`src/design/ophr_pkg.sv`:
```
`timescale 1ns / 1ps
// ----------------------------------------------------------------------------
// ophr_pkg
// shared types, sizes and helpers for the position history ring
// ----------------------------------------------------------------------------
package ophr_pkg;

    localparam int DEPTH = 32;
    localparam int IDX_W = (DEPTH > 1) ? $clog2(DEPTH) : 1;
    localparam int CNT_W = $clog2(DEPTH + 1);
    localparam int LEN_W = 6;

    localparam logic REQ_ADD  = 1'b0;
    localparam logic REQ_READ = 1'b1;

    typedef logic [IDX_W-1:0] idx_t;
    typedef logic [CNT_W-1:0] cnt_t;
    typedef logic [LEN_W-1:0] len_t;

    typedef struct packed {
        logic [7:0]         size;
        logic signed [15:0] y;
        logic signed [15:0] x;
    } entry_t;

    typedef enum logic {
        ST_IDLE,
        ST_SEND
    } state_t;

    // controller to datapath
    typedef struct packed {
        logic add_en;
        logic read_start;
        logic step;
    } cmd_t;

    // datapath to controller
    typedef struct packed {
        logic last;
    } stat_t;

    // ring length in use, saturated at the store depth
    function automatic cnt_t sat_len(len_t v);
        if (int'(v) > DEPTH)
        begin
            return cnt_t'(DEPTH);
        end
        return cnt_t'(v);
    endfunction

    // next slot, wrapping at the ring length
    function automatic idx_t advance(idx_t i, cnt_t len);
        cnt_t nxt;
        nxt = cnt_t'(i) + cnt_t'(1);
        return (nxt >= len) ? idx_t'(0) : idx_t'(nxt);
    endfunction

endpackage

```
`src/design/ophr_ram.sv`:
```
`timescale 1ns / 1ps
// ----------------------------------------------------------------------------
// ophr_ram
// generic single write, single read ram with registered read data
// ----------------------------------------------------------------------------
module ophr_ram #(
    parameter int WIDTH  = 8,
    parameter int DEPTH  = 32,
    parameter int ADDR_W = (DEPTH > 1) ? $clog2(DEPTH) : 1
) (
    input  logic              clk,
    input  logic              wr_en,
    input  logic [ADDR_W-1:0] wr_addr,
    input  logic [WIDTH-1:0]  wr_data,
    input  logic              rd_en,
    input  logic [ADDR_W-1:0] rd_addr,
    output logic [WIDTH-1:0]  rd_data
);

    logic [WIDTH-1:0] mem [DEPTH];
    logic [WIDTH-1:0] rd_data_reg;

    always_ff @(posedge clk)
    begin
        if (wr_en)
        begin
            mem[wr_addr] <= wr_data;
        end
        if (rd_en)
        begin
            rd_data_reg <= mem[rd_addr];
        end
    end

    assign rd_data = rd_data_reg;

endmodule

```
`src/design/ophr_ctrl.sv`:
```
`timescale 1ns / 1ps
// ----------------------------------------------------------------------------
// ophr_ctrl
// request sequencer: takes adds in place, streams read runs
// ----------------------------------------------------------------------------
module ophr_ctrl (
    input  logic             clk,
    input  logic             rst_n,
    input  logic             in_valid,
    input  logic             in_kind,
    output logic             in_ready,
    output logic             out_valid,
    input  logic             out_ready,
    input  ophr_pkg::stat_t  stat,
    output ophr_pkg::cmd_t   cmd
);

    ophr_pkg::state_t state_reg;
    ophr_pkg::state_t state_next;

    always_ff @(posedge clk or negedge rst_n)
    begin
        if (!rst_n)
        begin
            state_reg <= ophr_pkg::ST_IDLE;
        end
        else
        begin
            state_reg <= state_next;
        end
    end

    // next state
    always_comb
    begin
        state_next = state_reg;
        case (state_reg)
            ophr_pkg::ST_IDLE:
            begin
                if (in_valid && in_kind == ophr_pkg::REQ_READ)
                begin
                    state_next = ophr_pkg::ST_SEND;
                end
            end
            ophr_pkg::ST_SEND:
            begin
                if (out_ready && stat.last)
                begin
                    state_next = ophr_pkg::ST_IDLE;
                end
            end
            default:
            begin
                state_next = ophr_pkg::ST_IDLE;
            end
        endcase
    end

    // outputs
    always_comb
    begin
        in_ready       = 1'b0;
        out_valid      = 1'b0;
        cmd.add_en     = 1'b0;
        cmd.read_start = 1'b0;
        cmd.step       = 1'b0;
        case (state_reg)
            ophr_pkg::ST_IDLE:
            begin
                in_ready       = 1'b1;
                cmd.add_en     = in_valid && (in_kind == ophr_pkg::REQ_ADD);
                cmd.read_start = in_valid && (in_kind == ophr_pkg::REQ_READ);
            end
            ophr_pkg::ST_SEND:
            begin
                out_valid = 1'b1;
                cmd.step  = out_ready && !stat.last;
            end
            default:
            begin
                in_ready = 1'b0;
            end
        endcase
    end

endmodule

```
`src/design/ophr_dp.sv`:
```
`timescale 1ns / 1ps
// ----------------------------------------------------------------------------
// ophr_dp
// ring pointers, entry store and read run counters
// ----------------------------------------------------------------------------
module ophr_dp (
    input  logic                 clk,
    input  logic                 rst_n,
    input  logic                 cfg_valid,
    input  ophr_pkg::len_t       cfg_data,
    input  ophr_pkg::cmd_t       cmd,
    input  ophr_pkg::entry_t     in_entry,
    input  ophr_pkg::len_t       in_limit,
    output ophr_pkg::stat_t      stat,
    output ophr_pkg::entry_t     out_entry,
    output ophr_pkg::len_t       out_count,
    output logic                 out_item_valid
);

    ophr_pkg::cnt_t len_reg,    len_next;
    ophr_pkg::idx_t newest_reg, newest_next;
    ophr_pkg::idx_t oldest_reg, oldest_next;
    ophr_pkg::cnt_t count_reg,  count_next;
    ophr_pkg::idx_t rd_idx_reg, rd_idx_next;
    ophr_pkg::len_t n_reg,      n_next;
    ophr_pkg::len_t sent_reg,   sent_next;

    ophr_pkg::idx_t   wr_idx;
    logic             wr_en;
    logic             rd_en;
    ophr_pkg::idx_t   rd_addr;
    ophr_pkg::entry_t rd_data;

    always_ff @(posedge clk or negedge rst_n)
    begin
        if (!rst_n)
        begin
            len_reg    <= '0;
            newest_reg <= '0;
            oldest_reg <= '0;
            count_reg  <= '0;
            rd_idx_reg <= '0;
            n_reg      <= '0;
            sent_reg   <= '0;
        end
        else
        begin
            len_reg    <= len_next;
            newest_reg <= newest_next;
            oldest_reg <= oldest_next;
            count_reg  <= count_next;
            rd_idx_reg <= rd_idx_next;
            n_reg      <= n_next;
            sent_reg   <= sent_next;
        end
    end

    always_comb
    begin
        len_next    = len_reg;
        newest_next = newest_reg;
        oldest_next = oldest_reg;
        count_next  = count_reg;
        rd_idx_next = rd_idx_reg;
        n_next      = n_reg;
        sent_next   = sent_reg;
        wr_en       = 1'b0;
        wr_idx      = newest_reg;

        if (cfg_valid)
        begin
            // new length empties the ring
            len_next    = ophr_pkg::sat_len(cfg_data);
            newest_next = '0;
            oldest_next = '0;
            count_next  = '0;
        end
        else if (cmd.add_en && len_reg != '0)
        begin
            wr_en = 1'b1;
            if (count_reg == '0)
            begin
                wr_idx      = (ophr_pkg::cnt_t'(newest_reg) >= len_reg) ? '0 : newest_reg;
                newest_next = wr_idx;
                oldest_next = wr_idx;
                count_next  = ophr_pkg::cnt_t'(1);
            end
            else
            begin
                wr_idx      = ophr_pkg::advance(newest_reg, len_reg);
                newest_next = wr_idx;
                if (wr_idx == oldest_reg)
                begin
                    // full: drop the oldest
                    oldest_next = ophr_pkg::advance(oldest_reg, len_reg);
                    count_next  = len_reg;
                end
                else
                begin
                    count_next = count_reg + ophr_pkg::cnt_t'(1);
                end
            end
        end

        if (cmd.read_start)
        begin
            n_next      = (int'(in_limit) < int'(count_reg)) ? in_limit
                                                              : ophr_pkg::len_t'(count_reg);
            sent_next   = '0;
            rd_idx_next = ophr_pkg::advance(oldest_reg, len_reg);
        end
        else if (cmd.step)
        begin
            sent_next   = sent_reg + ophr_pkg::len_t'(1);
            rd_idx_next = ophr_pkg::advance(rd_idx_reg, len_reg);
        end
    end

    assign rd_en   = cmd.read_start || cmd.step;
    assign rd_addr = cmd.read_start ? oldest_reg : rd_idx_reg;

    ophr_ram #(
        .WIDTH ($bits(ophr_pkg::entry_t)),
        .DEPTH (ophr_pkg::DEPTH)
    ) u_store (
        .clk     (clk),
        .wr_en   (wr_en),
        .wr_addr (wr_idx),
        .wr_data (in_entry),
        .rd_en   (rd_en),
        .rd_addr (rd_addr),
        .rd_data (rd_data)
    );

    assign out_item_valid = (n_reg != '0);
    assign out_count      = n_reg;
    assign out_entry      = out_item_valid ? rd_data : '0;
    assign stat.last      = !out_item_valid || ((sent_reg + ophr_pkg::len_t'(1)) == n_reg);

endmodule

```
`src/design/overwriting_position_history_ring.sv`:
```
`timescale 1ns / 1ps
// ----------------------------------------------------------------------------
// overwriting_position_history_ring
// history ring of positions, oldest entry overwritten when full
// ----------------------------------------------------------------------------
//
//  channel   direction  handshake                    payload
//  s_axis    in         s_axis_tvalid/s_axis_tready  tdata position + limit, tuser kind
//  m_axis    out        m_axis_tvalid/m_axis_tready  tdata entry + count, tuser valid, tlast
//  cfg       in         cfg_valid/cfg_ready          cfg_data ring length
//
//  an add request is taken at its handshake and the next request can follow at once
//  a read request starts a run that streams one entry per cycle, unless the output stalls,
//  from the registered read port of the entry store; input is held off until its run ends
//  a read that finds nothing gives a single result with tuser low and tlast high
//  reset clears the length and pointers; the entry store itself is not cleared
//  an output stall simply holds the current result and the read address
//
module overwriting_position_history_ring (
    input  logic        clk,
    input  logic        rst_n,
    // request stream
    input  logic        s_axis_tvalid,
    output logic        s_axis_tready,
    input  logic [47:0] s_axis_tdata,   // pos_x, pos_y, pos_size, read_limit, zero pad
    input  logic [0:0]  s_axis_tuser,   // req_type
    // result stream
    output logic        m_axis_tvalid,
    input  logic        m_axis_tready,
    output logic [47:0] m_axis_tdata,   // out_x, out_y, out_size, returned_count, zero pad
    output logic [0:0]  m_axis_tuser,   // item_valid
    output logic        m_axis_tlast,
    // ring length register
    input  logic        cfg_valid,
    output logic        cfg_ready,
    input  logic [5:0]  cfg_data
);

    ophr_pkg::cmd_t   cmd;
    ophr_pkg::stat_t  stat;
    ophr_pkg::entry_t in_entry;
    ophr_pkg::entry_t out_entry;
    ophr_pkg::len_t   out_count;
    logic             out_item_valid;

    // length writes must only arrive while idle; the block does not enforce this and is always ready
    assign cfg_ready = 1'b1;

    // unpack the request
    assign in_entry.x    = s_axis_tdata[15:0];
    assign in_entry.y    = s_axis_tdata[31:16];
    assign in_entry.size = s_axis_tdata[39:32];

    ophr_ctrl u_ctrl (
        .clk       (clk),
        .rst_n     (rst_n),
        .in_valid  (s_axis_tvalid),
        .in_kind   (s_axis_tuser[0]),
        .in_ready  (s_axis_tready),
        .out_valid (m_axis_tvalid),
        .out_ready (m_axis_tready),
        .stat      (stat),
        .cmd       (cmd)
    );

    ophr_dp u_dp (
        .clk            (clk),
        .rst_n          (rst_n),
        .cfg_valid      (cfg_valid),
        .cfg_data       (cfg_data),
        .cmd            (cmd),
        .in_entry       (in_entry),
        .in_limit       (s_axis_tdata[45:40]),
        .stat           (stat),
        .out_entry      (out_entry),
        .out_count      (out_count),
        .out_item_valid (out_item_valid)
    );

    // pack the result
    assign m_axis_tdata[15:0]  = out_entry.x;
    assign m_axis_tdata[31:16] = out_entry.y;
    assign m_axis_tdata[39:32] = out_entry.size;
    assign m_axis_tdata[45:40] = out_count;
    assign m_axis_tdata[47:46] = 2'b00;
    assign m_axis_tuser[0]     = out_item_valid;
    assign m_axis_tlast        = stat.last;

endmodule

```
`config.mk`:
```
export PLATFORM = sky130hd
export DESIGN_NAME = overwriting_position_history_ring
export DESIGN_NICKNAME = d
export VERILOG_FILES = /design/src/design/ophr_pkg.sv /design/src/design/ophr_ram.sv /design/src/design/ophr_ctrl.sv /design/src/design/ophr_dp.sv /design/src/design/overwriting_position_history_ring.sv
export SDC_FILE = /design/constraint.sdc
export NUM_CORES = 2
export LEC_CHECK = 0
export BUFFER_PORTS_ARGS = -buffer_cell sky130_fd_sc_hd__buf_2
export CORE_UTILIZATION = 62
export CTS_CLUSTER_SIZE = 24
export DETAILED_ROUTE_END_ITERATION = 8
export PLACE_DENSITY = 0.79
export SYNTH_ARGS = -nofsm -noshare
export SYNTH_HDL_FRONTEND = slang
export SYNTH_SLANG_ARGS = --single-unit
```
`constraint.sdc`:
```
create_clock -name clk -period 9.1 [get_ports clk]
set_clock_uncertainty 0.2 [all_clocks]
set_input_delay 0.455 -clock clk [delete_from_list [all_inputs] [get_ports clk]]
set_output_delay 0.455 -clock clk [all_outputs]
set_load 0.005 [all_outputs]
```
== Yosys cells after proc, flatten, opt, wreduce, memory -nomap -nowiden ==
Memory sizes are Yosys's and may differ from the RTL's. A register that Yosys moved wholly into a read port is not among the register bits.
Cells that the tools add are included.
Storage, ports and cells
  register bits after elaboration: 40
  logic and storage cells: 78
  output and inout port bits: 53
  memories: 1
  bits in writable memories: 1280
Operators by class
  eq/ne operators: 2
  bitwise operators: 2
  add/sub/neg operators: 5
  reduce and logical (&&, ||, !) cells: 16
  magnitude comparators: 6
  muxes and demuxes: 38
Memory list
  u_dp.u_store.mem: words 32, bits a word 40, rd ports 1, clocked after memory_dff 1, wr ports 1, line ophr_ram.sv:20  | logic [WIDTH-1:0] mem [DEPTH];
Operators by type and width (count)
  $mux W5: 15
  $mux W6: 9
  $mux W40: 1
  $add A5 B1 Y6 const B: 3
  $ge A6 B6 Y1: 3
  $add A6 B1 Y6 const B: 2
  $reduce_bool A6 Y1: 2
  $mux W1: 11
  $eq A6 B6 Y1: 1
  $ge A5 B6 Y1: 1
  $gt A6 B6 Y1 const B: 1
  $logic_not A6 Y1: 1
  $lt A6 B6 Y1: 1
  $eq A5 B5 Y1: 1
  $logic_and A1 B1 Y1: 5
  $reduce_bool A2 Y1: 2
  $reduce_bool A3 Y1: 1
  $logic_not A1 Y1: 2
  $logic_or A1 B1 Y1: 2
  $mux W2: 1
  $not A1 Y1: 2
  $pmux W1 S2: 1
  $reduce_and A2 Y1: 1

== Longest topological paths before layout ==
  word-level depth: 8
  gate-level depth with buffers: 13
  mapped depth without buffers: 11

== Cells and area by module ==
A second synthesis with hierarchy kept.
Unflattened totals
  cells, all modules: 3237
  area, all modules: 54496.0 um2
Modules (own cells, without submodules)
  ophr_ram: cells each 2813, area each 50965.1 um2, times used 1, sequential area each 39638.0 um2
  ophr_dp: cells each 410, area each 3434.5 um2, times used 1, sequential area each 975.9 um2
  ophr_ctrl: cells each 9, area each 66.3 um2, times used 1, sequential area each 25.0 um2
  overwriting_position_history_ring: cells each 5, area each 30.0 um2, times used 1, sequential area each 0.0 um2

== Worst setup path after synthesis ==
No wires, ideal clock.
  path kind: reg2reg
  start: register u_dp.newest_reg[1]
  end: memory u_dp.u_store.mem[20][0] (netlist name) (enable)
  setup slack: 1890 ps
  period minus slack after synthesis: 7210 ps
  required time: 8363 ps
  buffers on the path: 2
  arrival time: 6472 ps
  library setup time: 537 ps
  cell stages (with the launch flop): 13
  cell sequence: dfrtp_1 clkbuf_1 nand3_1 or2_2 nand2_1 ha_1 a211o_1 o211ai_1 and3_1 buf_4 nand2_1 a211o_1 nor4_1
Between the ends
  cells in the longest elaborated chain, start to end: 6
  elaborated cells between the ends (all ways): 8
  classes of those cells: add/sub: 1; order compare: 2; mux: 5
Ends and longest elaborated chain
  start, declared: line ophr_dp.sv:21  | ophr_pkg::idx_t newest_reg, newest_next;
  start signal, assigned: line ophr_dp.sv:49  | newest_reg <= newest_next;
  $add A5 B1 Y6: line ophr_pkg.sv:55  | nxt = cnt_t'(i) + cnt_t'(1);
  $ge A6 B6 Y1: line ophr_pkg.sv:56  | return (nxt >= len) ? idx_t'(0) : idx_t'(nxt);
  $mux W5: line ophr_pkg.sv:56
  $mux W5: line ophr_dp.sv:81  | if (count_reg == '0)
  $mux W5: line ophr_dp.sv:78  | else if (cmd.add_en && len_reg != '0)
  $mux W5 (*): line ophr_dp.sv:70  | if (cfg_valid)
  end, declared: line ophr_ram.sv:20
Every way passes the cells marked *; elsewhere a longest branch is shown, timed or not.

== Worst setup path after layout ==
  start: register u_dp.newest_reg[0]
  end: memory u_dp.u_store.mem[9][17] (netlist name) (enable)
The elaborated chain is that of the path after synthesis.

==> run metrics <==
run status complete, no violations; post-DR wirelength/cell 26.4 um; count of port buffers added during placement 107; Syn Inst Count 3828; DRT Pass-1 Iters 6; flops & latches, synth 1360; fraction of registers with async set/reset 0.0294; vias per cell 6.47; FP Rows 108; Reg2Reg Launch Point u_dp.newest_reg[0]; Die ar. 0.0889 mm^2; Filler Cell Count 5440; fmax 164 MHz; post-synthesis sequential area ratio 0.748; clock root buffer clkbuf_16; Clk pwr share 0.328; first-pass GRT wire length 201 mm; Setup Fix Bufs, Post-CTS 0; clk sinks 1360; worst vdd ir 0.000346 V; Final WS setup 3020 ps; hold path start s_axis_tdata[25]; area share of the largest cell type after synthesis 0.729; P_int 11.2 mW; CP arrival 6240 ps; # nets final 4043; Clk pin slew, worst setup/hold paths 60 ps; GR Overflow Total 0; buffer depth of the longest clock path 3; Synth Area per Inst 14.2 um^2; post-synth cell types 71; Post-DP HPWL 62.2 mm; switching share of power 0.301; Slew Limit Headroom 0.115; CORE AREA 0.0868 mm^2; RSZ-0062 raised after global routing false; initial antenna violation count 6; PostCTS Resize Cnt 0; period utilization 0.669; NetSw 4.81 mW; routability congestion estimate 0.835; largest net degree at the start of global routing 189; Top FF cell, synth edfxtp_1; Inserted Clock Buffers 135; Largest register FFs 1280; I/O pin count 113; Final Hold Vio Count 0; Worst setup startpoint u_dp.newest_reg[0]; startpoint types register; post-place setup slack 3180 ps; combinational share of power 0.223; Post-Route WL 137 mm; top post-synthesis cells by area edfxtp_1 (73%), nand2_1 (6.9%), nand3_1 (3.2%); number of global-route vias before repair 32183; global-route usage over all layers 0.308; worst-path maximum fanout 31; CP Class reg2reg; Die Ht 298 um; Starting Density 0.627; sequential share of power 0.449; Fin Hold WS 23.7 ps; mapped cell area 0.0544 mm^2; Final ANT Viol Nets 0; CP endpoint kind register; max-cap violations 0; htree depth 4; endpoints failing setup 0; HP Class in2reg; via count 33680; register area 0.0406 mm^2; clock latency on the worst-skew pair 730 ps; R2R cell count 12; chip width 298 um; DR iter-0 viols 4744; synthesis warning total 0; Post-CTS Hold Buffers 51; CP Data Required Time 9250 ps; Post-synth EDFFs 1320; CTS tree built; area leader, netlist edfxtp_1; PD cells 264 mW/mm^2; layout cell share with drive strength beyond 1 0.107; slew at the pin closest to its max-slew limit 1320 ps; Worst Setup EP u_dp.u_store.mem[9][17]; Layout area overhead 11.5%; R2R Path End u_dp.u_store.mem[9][17]; setup TNS 0 ps; utilization after layout 0.699; Tmin final 6080 ps; max-slew violation count 0; Register-to-Register Setup Slack 3020 ps; leak pwr 20.0 nW; DRC 0; multi-input gate area in the final layout 0.0127 mm^2
-- worst min-delay path by stage --
stage | end | slack, ps | cells past startpoint
after global routing | u_dp.u_store.mem[7][21] | 30 | 1
after CTS | u_dp.u_store.mem[21][5] | 0.4 | 1
after global placement | u_dp.sent_reg[4] | 360 | 2
final | u_dp.u_store.mem[3][25] | 20 | 1
after floorplan | u_ctrl.state_reg | -40 | 0
after detailed placement | u_dp.sent_reg[4] | 380 | 2
-- synth_stat cells, types with 24 or more instances --
cell type,n
buf_2,105
a31oi_1,167
a32oi_1,160
nor4_2,33
clkbuf_1,89
nand3_1,346
o21ai_0,27
nand2_1,993
nor2_1,30
ha_1,34
inv_1,24
and2_1,44
edfxtp_1,1320
nor3_1,34
mux2i_1,170
dfrtp_1,40
-- cells in the final DEF (no fill, tap or decap), drive strengths merged, types with 50 or more instances in the layout --
cell type / instances
a31oi: 168
a32oi: 160
buf: 172
clkbuf: 174
clkinv: 50
dlygate4sd3: 51
edfxtp: 1320
mux2i: 170
nand2: 993
nand3: 346
-- cell type report --
type,instances,share of cell area
repair buffers,223,0.0267
diodes,3,0.000124
clock inverters,62,0.00797
flip-flops and latches,1360,0.670
well taps,1155,0.0238
clock buffers,174,0.0602
inverters,25,0.00155
multi-input cells,2204,0.209
-- critical path, cell delays in order (launching register included) --
cell and delay (ps):
dfrtp_1 670, ha_1 330, nand3_1 210, xnor2_1 340
ha_1 320, a41o_1 210, o31ai_1 150, and3_1 510
nor2_1 120, a221oi_1 270, o211ai_1 440, nor3_2 1130
buf_4 750
-- cells by family after synthesis --
logic type | after synthesis | share of synthesized area
flip-flops | 1360 | 0.748
AO/OA/AOI/OAI | 444 | 0.0603
other | 2 | 0.000138
adder cells (fa/ha/maj) | 34 | 0.00783
multiplexers | 171 | 0.0316
XOR/XNOR | 21 | 0.00364
AND/OR/NAND/NOR | 1531 | 0.125
buffers and inverters | 265 | 0.0244
-- stage by stage --
step | cell area, um^2 | cells | total power [mW]
floorplan | 54400 | 3829 | 9.76
global placement | 56000 | 4916 | 10.7
detailed placement | 56000 | 4916 | 10.8
CTS | 60600 | 5203 | 16.0
global route | 60600 | 5204 | 16.5
finish | 60600 | 5206 | 16.0
-- power groups by stage --
stage	Sequential, mW	Clock, mW	Combinational [mW]
floorplan	7.26	0	2.51
global placement	7.32	0	3.38
detailed placement	7.31	0	3.47
CTS	7.19	5.29	3.51
global route	7.20	5.52	3.83
finish	7.19	5.25	3.56
-- routing by layer --
metal | track usage | vias up | wire length, um
met5 | 0 | - | 13
met2 | 0.498 | 2225 | 66200
li1 | - | 14657 | -
met1 | 0.414 | 16423 | 50900
met4 | 0.128 | 2 | 5500
met3 | 0.0570 | 373 | 14900
Note: power is estimated with default switching activity, not from simulation.
